**src/rtl/vtpg_pkg.sv**
```systemverilog
`timescale 1ns / 1ps
// ----------------------------------------------------------------------------
// vtpg_pkg
// shared types and constants of the video test pattern generator
// ----------------------------------------------------------------------------
package vtpg_pkg;

	localparam int COORD_W = 10;
	localparam int COLOR_W = 16;
	localparam int SEL_W   = 2;

	localparam logic [SEL_W-1:0] PAT_GRADIENT = 2'd1;
	localparam logic [SEL_W-1:0] PAT_BARS     = 2'd2;
	localparam logic [SEL_W-1:0] PAT_LADDER   = 2'd3;

	localparam logic [COLOR_W-1:0] WHITE565 = 16'hFFFF;
	localparam logic [COLOR_W-1:0] GREY565  = 16'h7BEF;
	localparam logic [COLOR_W-1:0] BLACK565 = 16'h0000;
	localparam logic [COLOR_W-1:0] RED565   = 16'hF800;
	localparam logic [COLOR_W-1:0] GREEN565 = 16'h07E0;
	localparam logic [COLOR_W-1:0] BLUE565  = 16'h001F;

	typedef struct packed {
		logic [COORD_W-1:0] x;
		logic [COORD_W-1:0] y;
		logic [SEL_W-1:0]   sel;
	} pix_t;

	typedef struct packed {
		logic [7:0]         red;
		logic [7:0]         blue;
		logic [COORD_W-1:0] col;
		logic [COORD_W-1:0] row;
		logic               col_edge;
		logic               row_edge;
	} grid_t;

endpackage

```
**src/rtl/video_test_pattern_generator.sv**
```systemverilog
`timescale 1ns / 1ps
// ----------------------------------------------------------------------------
// video_test_pattern_generator
// gives the RGB565 color of one pixel in the selected test pattern
// ----------------------------------------------------------------------------
// channel   ports                          handshake
// input     pixel_x, pixel_y               start & !busy
// result    pixel_color                    done, one cycle
// config    cfg_wr_en, cfg_wr_data         cfg_wr_en
//
// one beat per clock; each result is registered through the three-stage
// constant dividers and then the color stage
// busy stays low, the pipeline never stalls
// reset clears the valid bits and selects the bit-ladder pattern
// ----------------------------------------------------------------------------
module video_test_pattern_generator #(
	parameter int H_ACTIVE = 720,
	parameter int V_ACTIVE = 720
) (
	input  logic        clk,
	input  logic        arst_n,
	input  logic        start,
	output logic        busy,
	input  logic [9:0]  pixel_x,
	input  logic [9:0]  pixel_y,
	input  logic        cfg_wr_en,
	input  logic [1:0]  cfg_wr_data,
	output logic        done,
	output logic [15:0] pixel_color
);
	import vtpg_pkg::*;

	localparam int NW_GRAD = COORD_W + 8;

	logic [SEL_W-1:0]   sel_q;
	logic               accept;
	logic               valid_s1;
	logic               valid_s2;
	logic               valid_s3;
	pix_t               pix_in;
	pix_t               pix_s1;
	pix_t               pix_s2;
	pix_t               pix_s3;
	grid_t              grid;
	logic [NW_GRAD-1:0] nx;
	logic [NW_GRAD-1:0] ny;
	logic [NW_GRAD-1:0] rq;
	logic [NW_GRAD-1:0] rr;
	logic [NW_GRAD-1:0] bq;
	logic [NW_GRAD-1:0] br;
	logic [COORD_W-1:0] cq;
	logic [COORD_W-1:0] cr;
	logic [COORD_W-1:0] wq;
	logic [COORD_W-1:0] wr;

	assign busy   = 1'b0;
	assign accept = start && !busy;

	always_ff @(posedge clk or negedge arst_n) begin
		if (!arst_n) begin
			sel_q <= PAT_LADDER;
		end else if (cfg_wr_en) begin
			sel_q <= cfg_wr_data;
		end
	end

	assign pix_in = '{x: pixel_x, y: pixel_y, sel: sel_q};

	always_ff @(posedge clk or negedge arst_n) begin
		if (!arst_n) begin
			valid_s1 <= 1'b0;
			valid_s2 <= 1'b0;
			valid_s3 <= 1'b0;
		end else begin
			valid_s1 <= accept;
			valid_s2 <= valid_s1;
			valid_s3 <= valid_s2;
		end
	end

	always_ff @(posedge clk) begin
		pix_s1 <= pix_in;
		pix_s2 <= pix_s1;
		pix_s3 <= pix_s2;
	end

	// coordinate times 255
	assign nx = {pixel_x, 8'd0} - NW_GRAD'(pixel_x);
	assign ny = {pixel_y, 8'd0} - NW_GRAD'(pixel_y);

	vtpg_cdiv #(.NW(NW_GRAD), .DIV(H_ACTIVE - 1)) u_red_div (
		.clk (clk),
		.num (nx),
		.quo (rq),
		.rem (rr)
	);

	vtpg_cdiv #(.NW(NW_GRAD), .DIV(V_ACTIVE - 1)) u_blue_div (
		.clk (clk),
		.num (ny),
		.quo (bq),
		.rem (br)
	);

	vtpg_cdiv #(.NW(COORD_W), .DIV(H_ACTIVE / 8)) u_col_div (
		.clk (clk),
		.num (pixel_x),
		.quo (cq),
		.rem (cr)
	);

	vtpg_cdiv #(.NW(COORD_W), .DIV(V_ACTIVE / 4)) u_row_div (
		.clk (clk),
		.num (pixel_y),
		.quo (wq),
		.rem (wr)
	);

	// gradient remainders are not needed
	assign grid = '{
		red:      rq[7:0] | {8{rr[0] & 1'b0}},
		blue:     bq[7:0] | {8{br[0] & 1'b0}},
		col:      cq,
		row:      wq,
		col_edge: (cr == '0),
		row_edge: (wr == '0)
	};

	vtpg_color #(.H_ACTIVE(H_ACTIVE), .V_ACTIVE(V_ACTIVE)) u_color (
		.clk       (clk),
		.arst_n    (arst_n),
		.valid_in  (valid_s3),
		.pix       (pix_s3),
		.grid      (grid),
		.valid_out (done),
		.color     (pixel_color)
	);

endmodule

```
**src/rtl/vtpg_cdiv.sv**
```systemverilog
`timescale 1ns / 1ps
// ----------------------------------------------------------------------------
// vtpg_cdiv
// pipelined division by a constant: reciprocal multiply, then one correction
// ----------------------------------------------------------------------------
module vtpg_cdiv #(
	parameter int NW  = 10,
	parameter int DIV = 3
) (
	input  logic          clk,
	input  logic [NW-1:0] num,
	output logic [NW-1:0] quo,
	output logic [NW-1:0] rem
);

	localparam int            DW    = $clog2(DIV + 1);
	localparam int            PW    = 2 * NW + 1;
	localparam int            QW    = NW + DW;
	localparam logic [NW:0]   MULT  = (NW + 1)'((1 << NW) / DIV);
	localparam logic [QW-1:0] DIV_W = QW'(DIV);

	logic [PW-1:0] prod_s1;
	logic [NW-1:0] num_s1;
	logic [NW-1:0] q_est;
	logic [QW-1:0] qd_full;
	logic [NW-1:0] q_s2;
	logic [NW-1:0] qd_s2;
	logic [NW-1:0] num_s2;
	logic [NW-1:0] diff;
	logic [NW-1:0] quo_s3;
	logic [NW-1:0] rem_s3;

	// stage 1: reciprocal product
	always_ff @(posedge clk) begin
		prod_s1 <= PW'(num) * PW'(MULT);
		num_s1  <= num;
	end

	// stage 2: estimate, back multiply
	assign q_est   = prod_s1[2*NW-1:NW];
	assign qd_full = QW'(q_est) * DIV_W;

	always_ff @(posedge clk) begin
		q_s2   <= q_est;
		qd_s2  <= qd_full[NW-1:0];
		num_s2 <= num_s1;
	end

	// stage 3: estimate is low by at most one
	assign diff = num_s2 - qd_s2;

	always_ff @(posedge clk) begin
		if (QW'(diff) >= DIV_W) begin
			quo_s3 <= q_s2 + NW'(1);
			rem_s3 <= NW'(QW'(diff) - DIV_W);
		end else begin
			quo_s3 <= q_s2;
			rem_s3 <= diff;
		end
	end

	assign quo = quo_s3;
	assign rem = rem_s3;

endmodule

```
**src/rtl/vtpg_color.sv**
```systemverilog
`timescale 1ns / 1ps
// ----------------------------------------------------------------------------
// vtpg_color
// final stage: picks the pattern color from coordinates and grid terms
// ----------------------------------------------------------------------------
module vtpg_color #(
	parameter int H_ACTIVE = 720,
	parameter int V_ACTIVE = 720
) (
	input  logic                  clk,
	input  logic                  arst_n,
	input  logic                  valid_in,
	input  vtpg_pkg::pix_t        pix,
	input  vtpg_pkg::grid_t       grid,
	output logic                  valid_out,
	output logic [15:0]           color
);
	import vtpg_pkg::*;

	localparam int EW = 13;
	localparam logic [EW-1:0] H_L   = EW'(H_ACTIVE);
	localparam logic [EW-1:0] V_L   = EW'(V_ACTIVE);
	localparam logic [EW-1:0] HM1   = EW'(H_ACTIVE - 1);
	localparam logic [EW-1:0] VM1   = EW'(V_ACTIVE - 1);
	localparam logic [EW-1:0] HM2   = EW'(H_ACTIVE - 2);
	localparam logic [EW-1:0] VM2   = EW'(V_ACTIVE - 2);
	localparam logic [EW-1:0] H_Q1  = EW'(H_ACTIVE / 4);
	localparam logic [EW-1:0] H_Q2  = EW'(H_ACTIVE / 2);
	localparam logic [EW-1:0] H_Q3  = EW'(H_ACTIVE * 3 / 4);
	localparam logic [EW-1:0] V_Q3  = EW'(V_ACTIVE * 3 / 4);

	logic [EW-1:0]      xe;
	logic [EW-1:0]      ye;
	logic [COORD_W-1:0] xy;
	logic               border1;
	logic [15:0]        c_grad;
	logic [15:0]        c_bars;
	logic [15:0]        c_ladder;
	logic [7:0]         lvl;
	logic [COORD_W-1:0] col_m2;
	logic [15:0]        c_next;
	logic               valid_s4;
	logic [15:0]        color_s4;

	assign xe      = EW'(pix.x);
	assign ye      = EW'(pix.y);
	assign xy      = pix.x ^ pix.y;
	assign border1 = (xe == '0) || (ye == '0) || (xe == HM1) || (ye == VM1);
	assign col_m2  = grid.col - COORD_W'(2);

	always_comb begin
		c_grad = border1 ? WHITE565 : {grid.red[7:3], xy[7:2], grid.blue[7:3]};
	end

	always_comb begin
		priority if (ye >= VM2 || ye <= EW'(1) || xe <= EW'(1) || xe >= HM2) begin
			c_bars = WHITE565;
		end else if (ye > V_Q3) begin
			c_bars = BLACK565;
		end else if (xe < H_Q1) begin
			c_bars = RED565;
		end else if (xe < H_Q2) begin
			c_bars = GREEN565;
		end else if (xe < H_Q3) begin
			c_bars = BLUE565;
		end else begin
			c_bars = WHITE565;
		end
	end

	always_comb begin
		lvl = 8'h00;
		if (grid.col[COORD_W-1:3] == '0) begin
			unique case (grid.col[2:0])
				3'd0: lvl = 8'h80;
				3'd1: lvl = 8'h40;
				3'd2: lvl = 8'h20;
				3'd3: lvl = 8'h10;
				3'd4: lvl = 8'h08;
				3'd5: lvl = (grid.row == COORD_W'(1)) ? 8'h04 : 8'h00;
				3'd6: lvl = 8'h00;
				3'd7: lvl = 8'hFF;
			endcase
		end
		priority if (grid.row == COORD_W'(0)) begin
			c_ladder = {lvl[7:3], 6'd0, 5'd0};
		end else if (grid.row == COORD_W'(1)) begin
			c_ladder = {5'd0, lvl[7:2], 5'd0};
		end else if (grid.row == COORD_W'(2)) begin
			c_ladder = {5'd0, 6'd0, lvl[7:3]};
		end else if (grid.col == COORD_W'(0)) begin
			c_ladder = WHITE565;
		end else if (grid.col == COORD_W'(1)) begin
			c_ladder = GREY565;
		end else if (grid.col == COORD_W'(2)) begin
			c_ladder = BLACK565;
		end else begin
			c_ladder = {col_m2[4:0], 11'd0};
		end
		if (grid.col_edge || grid.row_edge) begin
			c_ladder = BLACK565;
		end
		if (border1) begin
			c_ladder = WHITE565;
		end
	end

	always_comb begin
		if (xe >= H_L || ye >= V_L) begin
			c_next = BLACK565;
		end else begin
			unique case (pix.sel)
				PAT_GRADIENT: c_next = c_grad;
				PAT_BARS:     c_next = c_bars;
				default:      c_next = c_ladder;
			endcase
		end
	end

	always_ff @(posedge clk or negedge arst_n) begin
		if (!arst_n) begin
			valid_s4 <= 1'b0;
		end else begin
			valid_s4 <= valid_in;
		end
	end

	always_ff @(posedge clk) begin
		color_s4 <= c_next;
	end

	assign valid_out = valid_s4;
	assign color     = color_s4;

endmodule

```
**config.mk**
```make
export PLATFORM = sky130hd
export DESIGN_NAME = video_test_pattern_generator
export DESIGN_NICKNAME = d
export VERILOG_FILES = /design/src/rtl/vtpg_pkg.sv /design/src/rtl/video_test_pattern_generator.sv /design/src/rtl/vtpg_cdiv.sv /design/src/rtl/vtpg_color.sv
export SDC_FILE = /design/constraint.sdc
export NUM_CORES = 1
export LEC_CHECK = 0
export BUFFER_PORTS_ARGS = -buffer_cell sky130_fd_sc_hd__buf_2
export CORE_AREA = 2 2 281 214
export DETAILED_ROUTE_END_ITERATION = 10
export DIE_AREA = 0 0 283 216
export SETUP_SLACK_MARGIN = 0.3
export SYNTH_ARGS = -nofsm -noshare
export SYNTH_HDL_FRONTEND = slang
export SYNTH_SLANG_ARGS = --single-unit
```
**constraint.sdc**
```tcl
create_clock -name clk -period 4.8 [get_ports clk]
set_input_delay 0.96 -clock clk [delete_from_list [all_inputs] [get_ports clk]]
set_output_delay 0.96 -clock clk [all_outputs]
set_load 0.05 [all_outputs]
```
* Yosys cells after proc, flatten, opt, wreduce, memory -nomap -nowiden
Cells that the tools add are included.
Widths: inputs -> output; s select.
** Cells by class
- Equality and inequality tests :: 15
- Bitwise gates (word level) :: 1
- Add/subtract/negate cells :: 13
- $lt $le $gt $ge :: 14
- Muxes and demuxes :: 24
- Div/mod/pow operators :: 0
- $mul :: 8
- Shift operators :: 0
- Reduce and logical (&&, ||, !) cells :: 16
** Operator list (number)
- $mux 16 :: 14
- $pmux 8 s8 :: 1
- $mul 18x7->25 const B :: 2
- $ge 10x10->1 const B :: 4
- $logic_not 10->1 :: 4
- $ge 18x10->1 const B :: 2
- $mul 9x10->18 const B :: 2
- $sub 18x10->18 :: 2
- $sub 18x18->18 :: 2
- $pmux 16 s2 :: 1
- $logic_not 13->1 :: 2
- $mux 8 :: 3
- $eq 10x10->1 const B :: 2
- $le 10x1->1 const B :: 2
- $mux 10 :: 2
- $sub 10x10->10 :: 2
- $add 8x1->8 const B :: 2
- $mul 10x4->14 const B :: 1
- $mul 10x3->13 const B :: 1
- $eq 3x3->1 const B :: 4
- $ge 10x7->1 const B :: 1
- $ge 10x8->1 const B :: 1
- $gt 10x10->1 const B :: 1
- $lt 10x10->1 const B :: 1
- other kinds (23) :: 32
** Word-level totals
- Register bits after elaboration :: 358
- Memory bits (read-only) :: 0
- RAM bits :: 0
- Output and inout bits :: 18
- Memories kept :: 0
- Bits of input ports :: 26
- Latch bits :: 0
- Word-level logic and storage cells :: 130

* Depth between registers and ports, before layout
Gate-level depths: netlist of run 1.
- Depth after elaboration :: 10
- Depth in mapped cells :: 26
- Gate-level depth less buffers :: 26

* Modules after synthesis
Synthesis of run 1 repeated with hierarchy kept, for this count alone.
** Second synthesis, totals
- Cell total of the unflattened synthesis :: 2440
- Area total of the unflattened synthesis :: 24176.9 um2
** By module, submodules not included
- vtpg_cdiv (u_red_div) :: sequential area each 1981.9 um2, area an instance 7820.0 um2, times used 1, cells an instance 801
- vtpg_cdiv (u_blue_div) :: sequential area each 1981.9 um2, area an instance 7716.2 um2, times used 1, cells an instance 788
- vtpg_cdiv (u_col_div) :: sequential area each 1001.0 um2, area an instance 2707.6 um2, times used 1, cells an instance 257
- video_test_pattern_generator :: sequential area each 1448.9 um2, area an instance 2282.2 um2, times used 1, cells an instance 197
- vtpg_cdiv (u_row_div) :: sequential area each 920.9 um2, area an instance 2202.1 um2, times used 1, cells an instance 206
- vtpg_color :: sequential area each 345.3 um2, area an instance 1448.9 um2, times used 1, cells an instance 191

* Worst setup path after synthesis of run 1
Ideal clock, no wire load.
- Kind :: in2reg
- Start point :: input pixel_x[1]
- End point :: register u_red_div.prod_s1[26]
- Data arrival time :: 6308 ps
- Cell stages on the path :: 25
- Required time :: 4682 ps
- Buffers on the path :: 0
- Setup slack :: -1627 ps
- Library setup time :: 118 ps
- Path through :: inv_1 > ha_1 > nor2b_1 > nor3b_1 > and3_1 > a21o_1 > a211o_1 > or3_1 > xnor2_1 > ha_1 > fa_1 > fa_1 > inv_1 > fa_1 > inv_1 > ha_1 > nand4_1 > nor2_1 > a211o_1 > a31oi_1 > a311oi_1 > o21a_1 > o21ai_0 > nand2b_1 > xnor2_1
** On the way
- Longest elaborated chain between the ends :: 2
** RTL lines
- start, declared :: line video_test_pattern_generator.sv:24 : input logic [9:0] pixel_x,
- $sub 18x10->18 :: line video_test_pattern_generator.sv:88 : assign nx = {pixel_x, 8'd0} - NW_GRAD'(pixel_x);
- named net nx[15] :: line video_test_pattern_generator.sv:45 : logic [NW_GRAD-1:0] nx;
- $mul 18x7->25 :: line vtpg_cdiv.sv:35 : prod_s1 <= PW'(num) * PW'(MULT);
- end signal, assigned :: line vtpg_cdiv.sv:35
- end, declared :: line vtpg_cdiv.sv:22 : logic [PW-1:0] prod_s1;
The timed path passes the listed nets, and every way through them passes these cells.
A chain may end at the register's enable or synchronous reset.

* Final worst setup path of run 1
- Start point :: input pixel_x[2]
- End point :: register u_red_div.prod_s1[26]
Same word-level chain as after synthesis.

==> results.md, run 1 <==
* CP peak stage delay at 0.51 ns
* Slew margin rel. at 19.9%
* Area grow syn2layout at 25.2%
* GR Overflow Total at 0
* YS warnings at 0
* Final WS setup at -0.753 ns
* Detailed-route via count at 14995
* Clock slew at reported path FFs at 0.06 ns
* Chip height at 216 µm
* Post-Synth XOR/XNOR Area at 6.36%
* Largest family of logic cells by synthesized area: adder cells
* Post-DP HPWL at 37800 µm
* Fin Hold WS at 0.214 ns
* Simple-Gate Fraction of Synth Area at 9.25%
* RePlAce Congestion at 0.864
* Mapped Area at 20200 µm²
* Final hold violations at 0
* I/O pins at 44
* Total Routed Length at 46600 µm
* Number of global-route vias before repair at 15358
* PortBufs at 42
* Setup TNS at -9.10 ns
* Final period util at 116%
* FFs w/ async S/R, synth at 2.09%
* Hold-fix buffers at CTS at 0
* Setup crit end kind: flop
* Failing checks: setup timing
* Slew Limit Fails at 0
* Root buffer cell: clkbuf_16
* Gr usage total at 15.4%
* Actual slew at the worst max-slew pin at 1.19 ns
* Clock skew at 0.0178 ns
* Status: complete, but fails checks
* Share of layout cells above drive strength 1 at 20.9%
* TritonCTS Sinks at 287
* Post-synthesis adder-cell area fraction at 35.4%
* CP Buf/Inv Count at 4
* Count of cell types in the netlist at 78
* Crit path max-delay family: adder cells
* Residual DRC at 0
* ANT nets after route at 0
* Number of synthesized flops with an enable pin at 0
* Largest net degree at the start of global routing at 18
* Final setup viols at 18
* Post-synthesis sequential area ratio at 28.6%
* Crit path DAT at 5.99 ns
* CP startpoint kind: input port
* Syn Nets at 2586
* Initial antenna violation count at 1
* WP data required at 5.24 ns
* Max-Cap Viols at 0
* Initial Util at 34.7%
* Reg area at 5780 µm²
* WS Path Type: in -> reg
* Fillers at 5461
* FP Rows at 77
* Full die area at 61100 µm²
* DR WL/cell at 14.6 µm
* Drt via density at 4.69
* Clock Tree Buf Depth at 3
* Mapped Cells at 2077
* TritonCTS clock tree: yes
* Clk_lat worst skew at 0.55 ns
* 1st-pass router iterations at 5
* Commonest non-fill, non-tap cell in the layout: inv_1
* Slowest-stage cell, CP: fa_1
* Number of buffers created by CTS at 34
* DRT iter0 DRCs at 739
* Layout Nets at 2889
* Min-delay worst type: in -> async
* Maximum clock rate at 0.180 GHz
* Most frequent cells in the layout: inv_1, ha_1, dfxtp_1, buf_4, fa_1
* Post-synthesis area per instance at 9.74 µm²
* Period minus WS final at 5.55 ns
* Synthesized flop and latch total at 287
* Mux contribution to synthesized area at 0.526%
* RSZ-0062 raised after global routing: yes
* Final core occ at 43.5%
* Ys flop type: dfxtp_1
* Die extent in x at 283 µm
* H-Tree Depth at 2
* Synth Area in Compound Gates at 11.9%
* Multi-input logic area at 13600 µm²
* First-pass GRT wire length at 77500 µm
* Placeable Area at 58300 µm²
* Crit path max fanout at 3
[final timing paths]
check | from | to | slack, ns | depth (start not counted)
worst max-delay path | pixel_x[2] | u_red_div.prod_s1[26]$_DFF_P_ | -0.75 | 26
worst min-delay path | arst_n | valid_s1$_DFF_PN0_ | 0.21 | 1
worst max register to register | u_red_div.prod_s1[26]$_DFF_P_ | u_red_div.qd_s2[16]$_DFF_P_ | 0.48 | 14
worst min register to register | u_blue_div.num_s1[16]$_DFF_P_ | u_blue_div.num_s2[16]$_DFF_P_ | 0.32 | 0
max in group asynchronous | arst_n | sel_q[0]$_DFFE_PN1P_ | 4.37 | 1
min in group clk | u_blue_div.num_s1[16]$_DFF_P_ | u_blue_div.num_s2[16]$_DFF_P_ | 0.32 | 0
[through the flow]
| stage | cells | worst slack [ns] | cell area [µm²] |
|---|---|---|---|
| final | 3196 | -0.753 | 25300 |
| after global routing | 3195 | -1.02 | 25300 |
| after CTS | 3183 | -0.722 | 25100 |
| after detailed placement | 3098 | -1.54 | 23300 |
| after global placement | 3098 | -1.47 | 23300 |
| after floorplan | 2077 | -1.24 | 20600 |
[cell families (layout without fill, tap and decap cells)]
group,after synthesis,in the layout
DFF,287,287
and+or+nand+nor,372,372
other,1,2
AOI/OAI and AO/OA,351,351
xor gates and xnor gates,147,147
muxes,10,10
adders and majority gates,483,483
buffers and inverters,426,754
[layout make-up]
class | count | area share (%)
Multi-Input combinational cell | 1364 | 53.8
Sequential cell | 287 | 22.8
Timing Repair Buffer | 289 | 8.40
Inverter | 404 | 6.08
Clock buffer | 46 | 3.98
Tap cell | 790 | 3.90
Clock inverter | 15 | 0.973
Antenna cell | 1 | 0.00988
[per-layer routing]
metal	vias to the layer above	wire length, µm	GRT usage, %
met5	-	0	0
li1	7546	-	-
met2	259	19700	23.4
met1	7131	24400	22.9
met3	59	1470	1.61
met4	0	1070	4.68
[cell usage after synthesis, drive strengths merged, types with 21 or more instances]
library cell / count / area share (%)
o21ai: 71 / 1.8
dfxtp: 281 / 28
inv: 404 / 7.5
nor2: 91 / 1.7
nand2: 85 / 1.6
ha: 334 / 21
xnor2: 103 / 4.5
nand3: 32 / 0.79
nor3: 32 / 0.79
a21o: 43 / 1.6
a21oi: 73 / 1.8
fa: 149 / 15
nor2b: 21 / 0.69
xor2: 44 / 1.9
[sequential cells by signal (all words and copies together) (netlist names), 8 cells and up]
register	flops
u_row_div.rem	10
u_col_div.num_s2	9
u_row_div.qd_s2	8
u_row_div.num_s2	9
u_blue_div.prod_s1	9
u_red_div.num_s1	18
u_blue_div.qd_s2	18
u_col_div.num_s1	9
u_row_div.num_s1	9
u_red_div.qd_s2	18
u_color.color	16
pix_s3	19
u_col_div.rem	10
u_blue_div.num_s1	18
u_red_div.prod_s1	9
u_red_div.num_s2	18
u_blue_div.num_s2	18
u_col_div.qd_s2	9
[timing repair]
action,in CTS,in global routing
buffers inserted,24,12
setup endpoints to repair,21,27
gates resized for setup,70,35
cloned,0,0
pin swaps,71,28
Power of run 1 is left out: the tool's default activity adds up to more than one toggle a clock period on the data nets, which glitch-free logic cannot reach.
==> inputs of run 2 (changes only) <==
--- a/config.mk
+++ b/config.mk
@@ -7,7 +7,7 @@
 export LEC_CHECK = 0
 export BUFFER_PORTS_ARGS = -buffer_cell sky130_fd_sc_hd__buf_2
-export CORE_AREA = 2 2 281 214
+export CORE_AREA = 2 2 244 246
 export DETAILED_ROUTE_END_ITERATION = 10
-export DIE_AREA = 0 0 283 216
+export DIE_AREA = 0 0 246 248
 export SETUP_SLACK_MARGIN = 0.3
 export SYNTH_ARGS = -nofsm -noshare
==> constraint.sdc (replaced) <==
create_clock -name clk -period 4.8 [get_ports clk]
set_input_delay 0.24 -clock clk [delete_from_list [all_inputs] [get_ports clk]]
set_output_delay 0.24 -clock clk [all_outputs]
set_load 0.05 [all_outputs]
==> run 2 against run 1 <==
The flow still finishes with violations (setup timing). Register-to-register slack better by 0.05 ns. Setup slack better by 0.57 ns. Non-clock buffer count increased by 35. Die area is 0.20% lower. Global-route usage down 0.53 points. Final area increased by 1.1%. Hold slack worse by 0.20 ns. Core utilization up 0.33 points. Critical endpoint is now u_blue_div.prod_s1[26]$_DFF_P_. Highest routed layer unchanged.
==> results.md, run 2 (same netlist as run 1, synthesis figures left out) <==
* CP startpoint kind: input port
* 1st-pass router iterations at 4
* WS Path Type: in -> reg
* Setup crit end kind: flop
* Area grow syn2layout at 26.6%
* Slew Limit Fails at 0
* GR Overflow Total at 0
* Max-Cap Viols at 0
* Antenna diodes at 0
* Initial Util at 34.6%
* FP Rows at 89
* Drt via density at 4.68
* Status: complete, but fails checks
* Crit path max fanout at 6
* Gr usage total at 14.9%
* DR WL/cell at 14.2 µm
* Clock skew at 0.0192 ns
* Actual slew at the worst max-slew pin at 1.16 ns
* Period minus WS final at 4.99 ns
* Final hold violations at 0
* Slew margin rel. at 22.4%
* Die extent in x at 246 µm
* Residual DRC at 0
* Clk_lat worst skew at 0.58 ns
* Final WS setup at -0.185 ns
* Placeable Area at 58500 µm²
* Final core occ at 43.8%
* Largest Register: pix_s3
* Commonest non-fill, non-tap cell in the layout: inv_1
* TritonCTS clock tree: yes
* Root buffer cell: clkbuf_16
* Chip height at 248 µm
* Clock slew at reported path FFs at 0.07 ns
* Post-DP HPWL at 36100 µm
* Number of buffers created by CTS at 30
* Number of global-route vias before repair at 15537
* H-Tree Depth at 1
* Final setup viols at 4
* ANT nets after route at 0
* TritonCTS Sinks at 287
* Largest net degree at the start of global routing at 18
* Final period util at 104%
* Clock Tree Buf Depth at 3
* Layout Nets at 2920
* Min-delay worst type: in -> reg
* WP data required at 5.31 ns
* First-pass GRT wire length at 74400 µm
* RePlAce Congestion at 0.859
* Total Routed Length at 45600 µm
* DRT iter0 DRCs at 575
* PortBufs at 42
* Failing checks: setup timing
* Fillers at 5435
* Detailed-route via count at 14998
* Max FFs per register at 19
* Initial antenna violation count at 0
* RSZ-0062 raised after global routing: yes
* Crit path DAT at 5.50 ns
* Full die area at 61000 µm²
* Maximum clock rate at 0.201 GHz
* I/O pins at 44
* Most frequent cells in the layout: inv_1, ha_1, dfxtp_1, buf_4, fa_1
* Share of layout cells above drive strength 1 at 21.0%
==> run 2: cell count changes in the layout (fill, tap and decap cells not counted), sizes merged <==
cell | before | now
diode | 1 | 0
clkinvlp | 1 | 4
inv | 409 | 407
clkbuf | 46 | 32
clkinv | 4 | 10
buf | 289 | 304
dlygate4sd3 | 0 | 19
==> run 2: stage by stage <==
stage	setup WS [ns]	cell area, µm²	TNS (ns)	hold WS [ns]	std cells
2_1_floorplan	-0.519	20600	-2.58	-0.0556	2077
3_3_place_gp	-0.722	23100	-6.97	0.0657	3066
3_5_place_dp	-0.917	23100	-9.28	0.0694	3066
4_1_cts	0.0749	25000	0	-0.00248	3186
5_1_grt	-0.378	25600	-1.84	0.0147	3205
6_report	-0.185	25600	-0.562	0.0148	3205
==> run 2: worst paths after layout <==
check	start	to	slack [ns]	cells past startpoint
max	pixel_y[0]	u_blue_div.prod_s1[26]$_DFF_P_	-0.19	26
min	pixel_x[6]	u_col_div.num_s1[6]$_DFF_P_	0.01	2
max reg2reg	u_red_div.prod_s1[26]$_DFF_P_	u_red_div.qd_s2[16]$_DFF_P_	0.53	14
min reg2reg	u_col_div.num_s1[7]$_DFF_P_	u_col_div.num_s2[7]$_DFF_P_	0.32	0
max in group asynchronous	arst_n	u_color.valid_out$_DFF_PN0_	4.03	3
min in group asynchronous	arst_n	sel_q[0]$_DFFE_PN1P_	0.16	2
==> run 2: layer usage <==
metal,part of all wire [%],global-route usage (%),vias up
li1,-,-,7609
met1,47,19.6,7113
met2,47,25.2,197
met3,3.1,1.87,79
met4,2.7,4.85,0
met5,0,0,-
==> run 2: critical path: stages <==
cell and delay [ns]:
buf_12 0.11, buf_8 0.12, nor3_4 0.22, nand2_4 0.08
nor4_4 0.29, buf_4 0.15, a21oi_2 0.04, xnor2_2 0.15
ha_1 0.33, inv_2 0.05, fa_1 0.55, inv_1 0.06
fa_1 0.53, inv_1 0.06, fa_1 0.51, inv_1 0.05
ha_2 0.19, a211oi_2 0.21, nand2_1 0.09, a311oi_2 0.22
o21ai_2 0.12, a221o_1 0.33, o41ai_2 0.32, o21bai_1 0.17
a21oi_2 0.15, xor2_1 0.14
==> run 2: timing repair <==
item | 4_1_cts | 5_1_grt
hold buffers | 19 | 0
gates cloned | 0 | 0
pin swaps | 52 | 54
endpoints found under the setup margin | 16 | 26
endpoints found under the hold margin | 22 | 0
buffers inserted | 48 | 19
gates resized for setup | 55 | 95
==> run 2: final cells by class <==
| cell class | count | area, µm² | share of cell area [%] |
|---|---|---|---|
| timing repair buffer | 324 | 2590 | 10.1 |
| clock inverter | 22 | 293 | 1.14 |
| sequential | 287 | 5790 | 22.6 |
| clock buffer | 31 | 776 | 3.03 |
| multi-input combinational | 1364 | 13700 | 53.3 |
| tap | 773 | 967 | 3.78 |
| inverter | 404 | 1540 | 6.00 |
Power of run 2 is left out for the same reason.
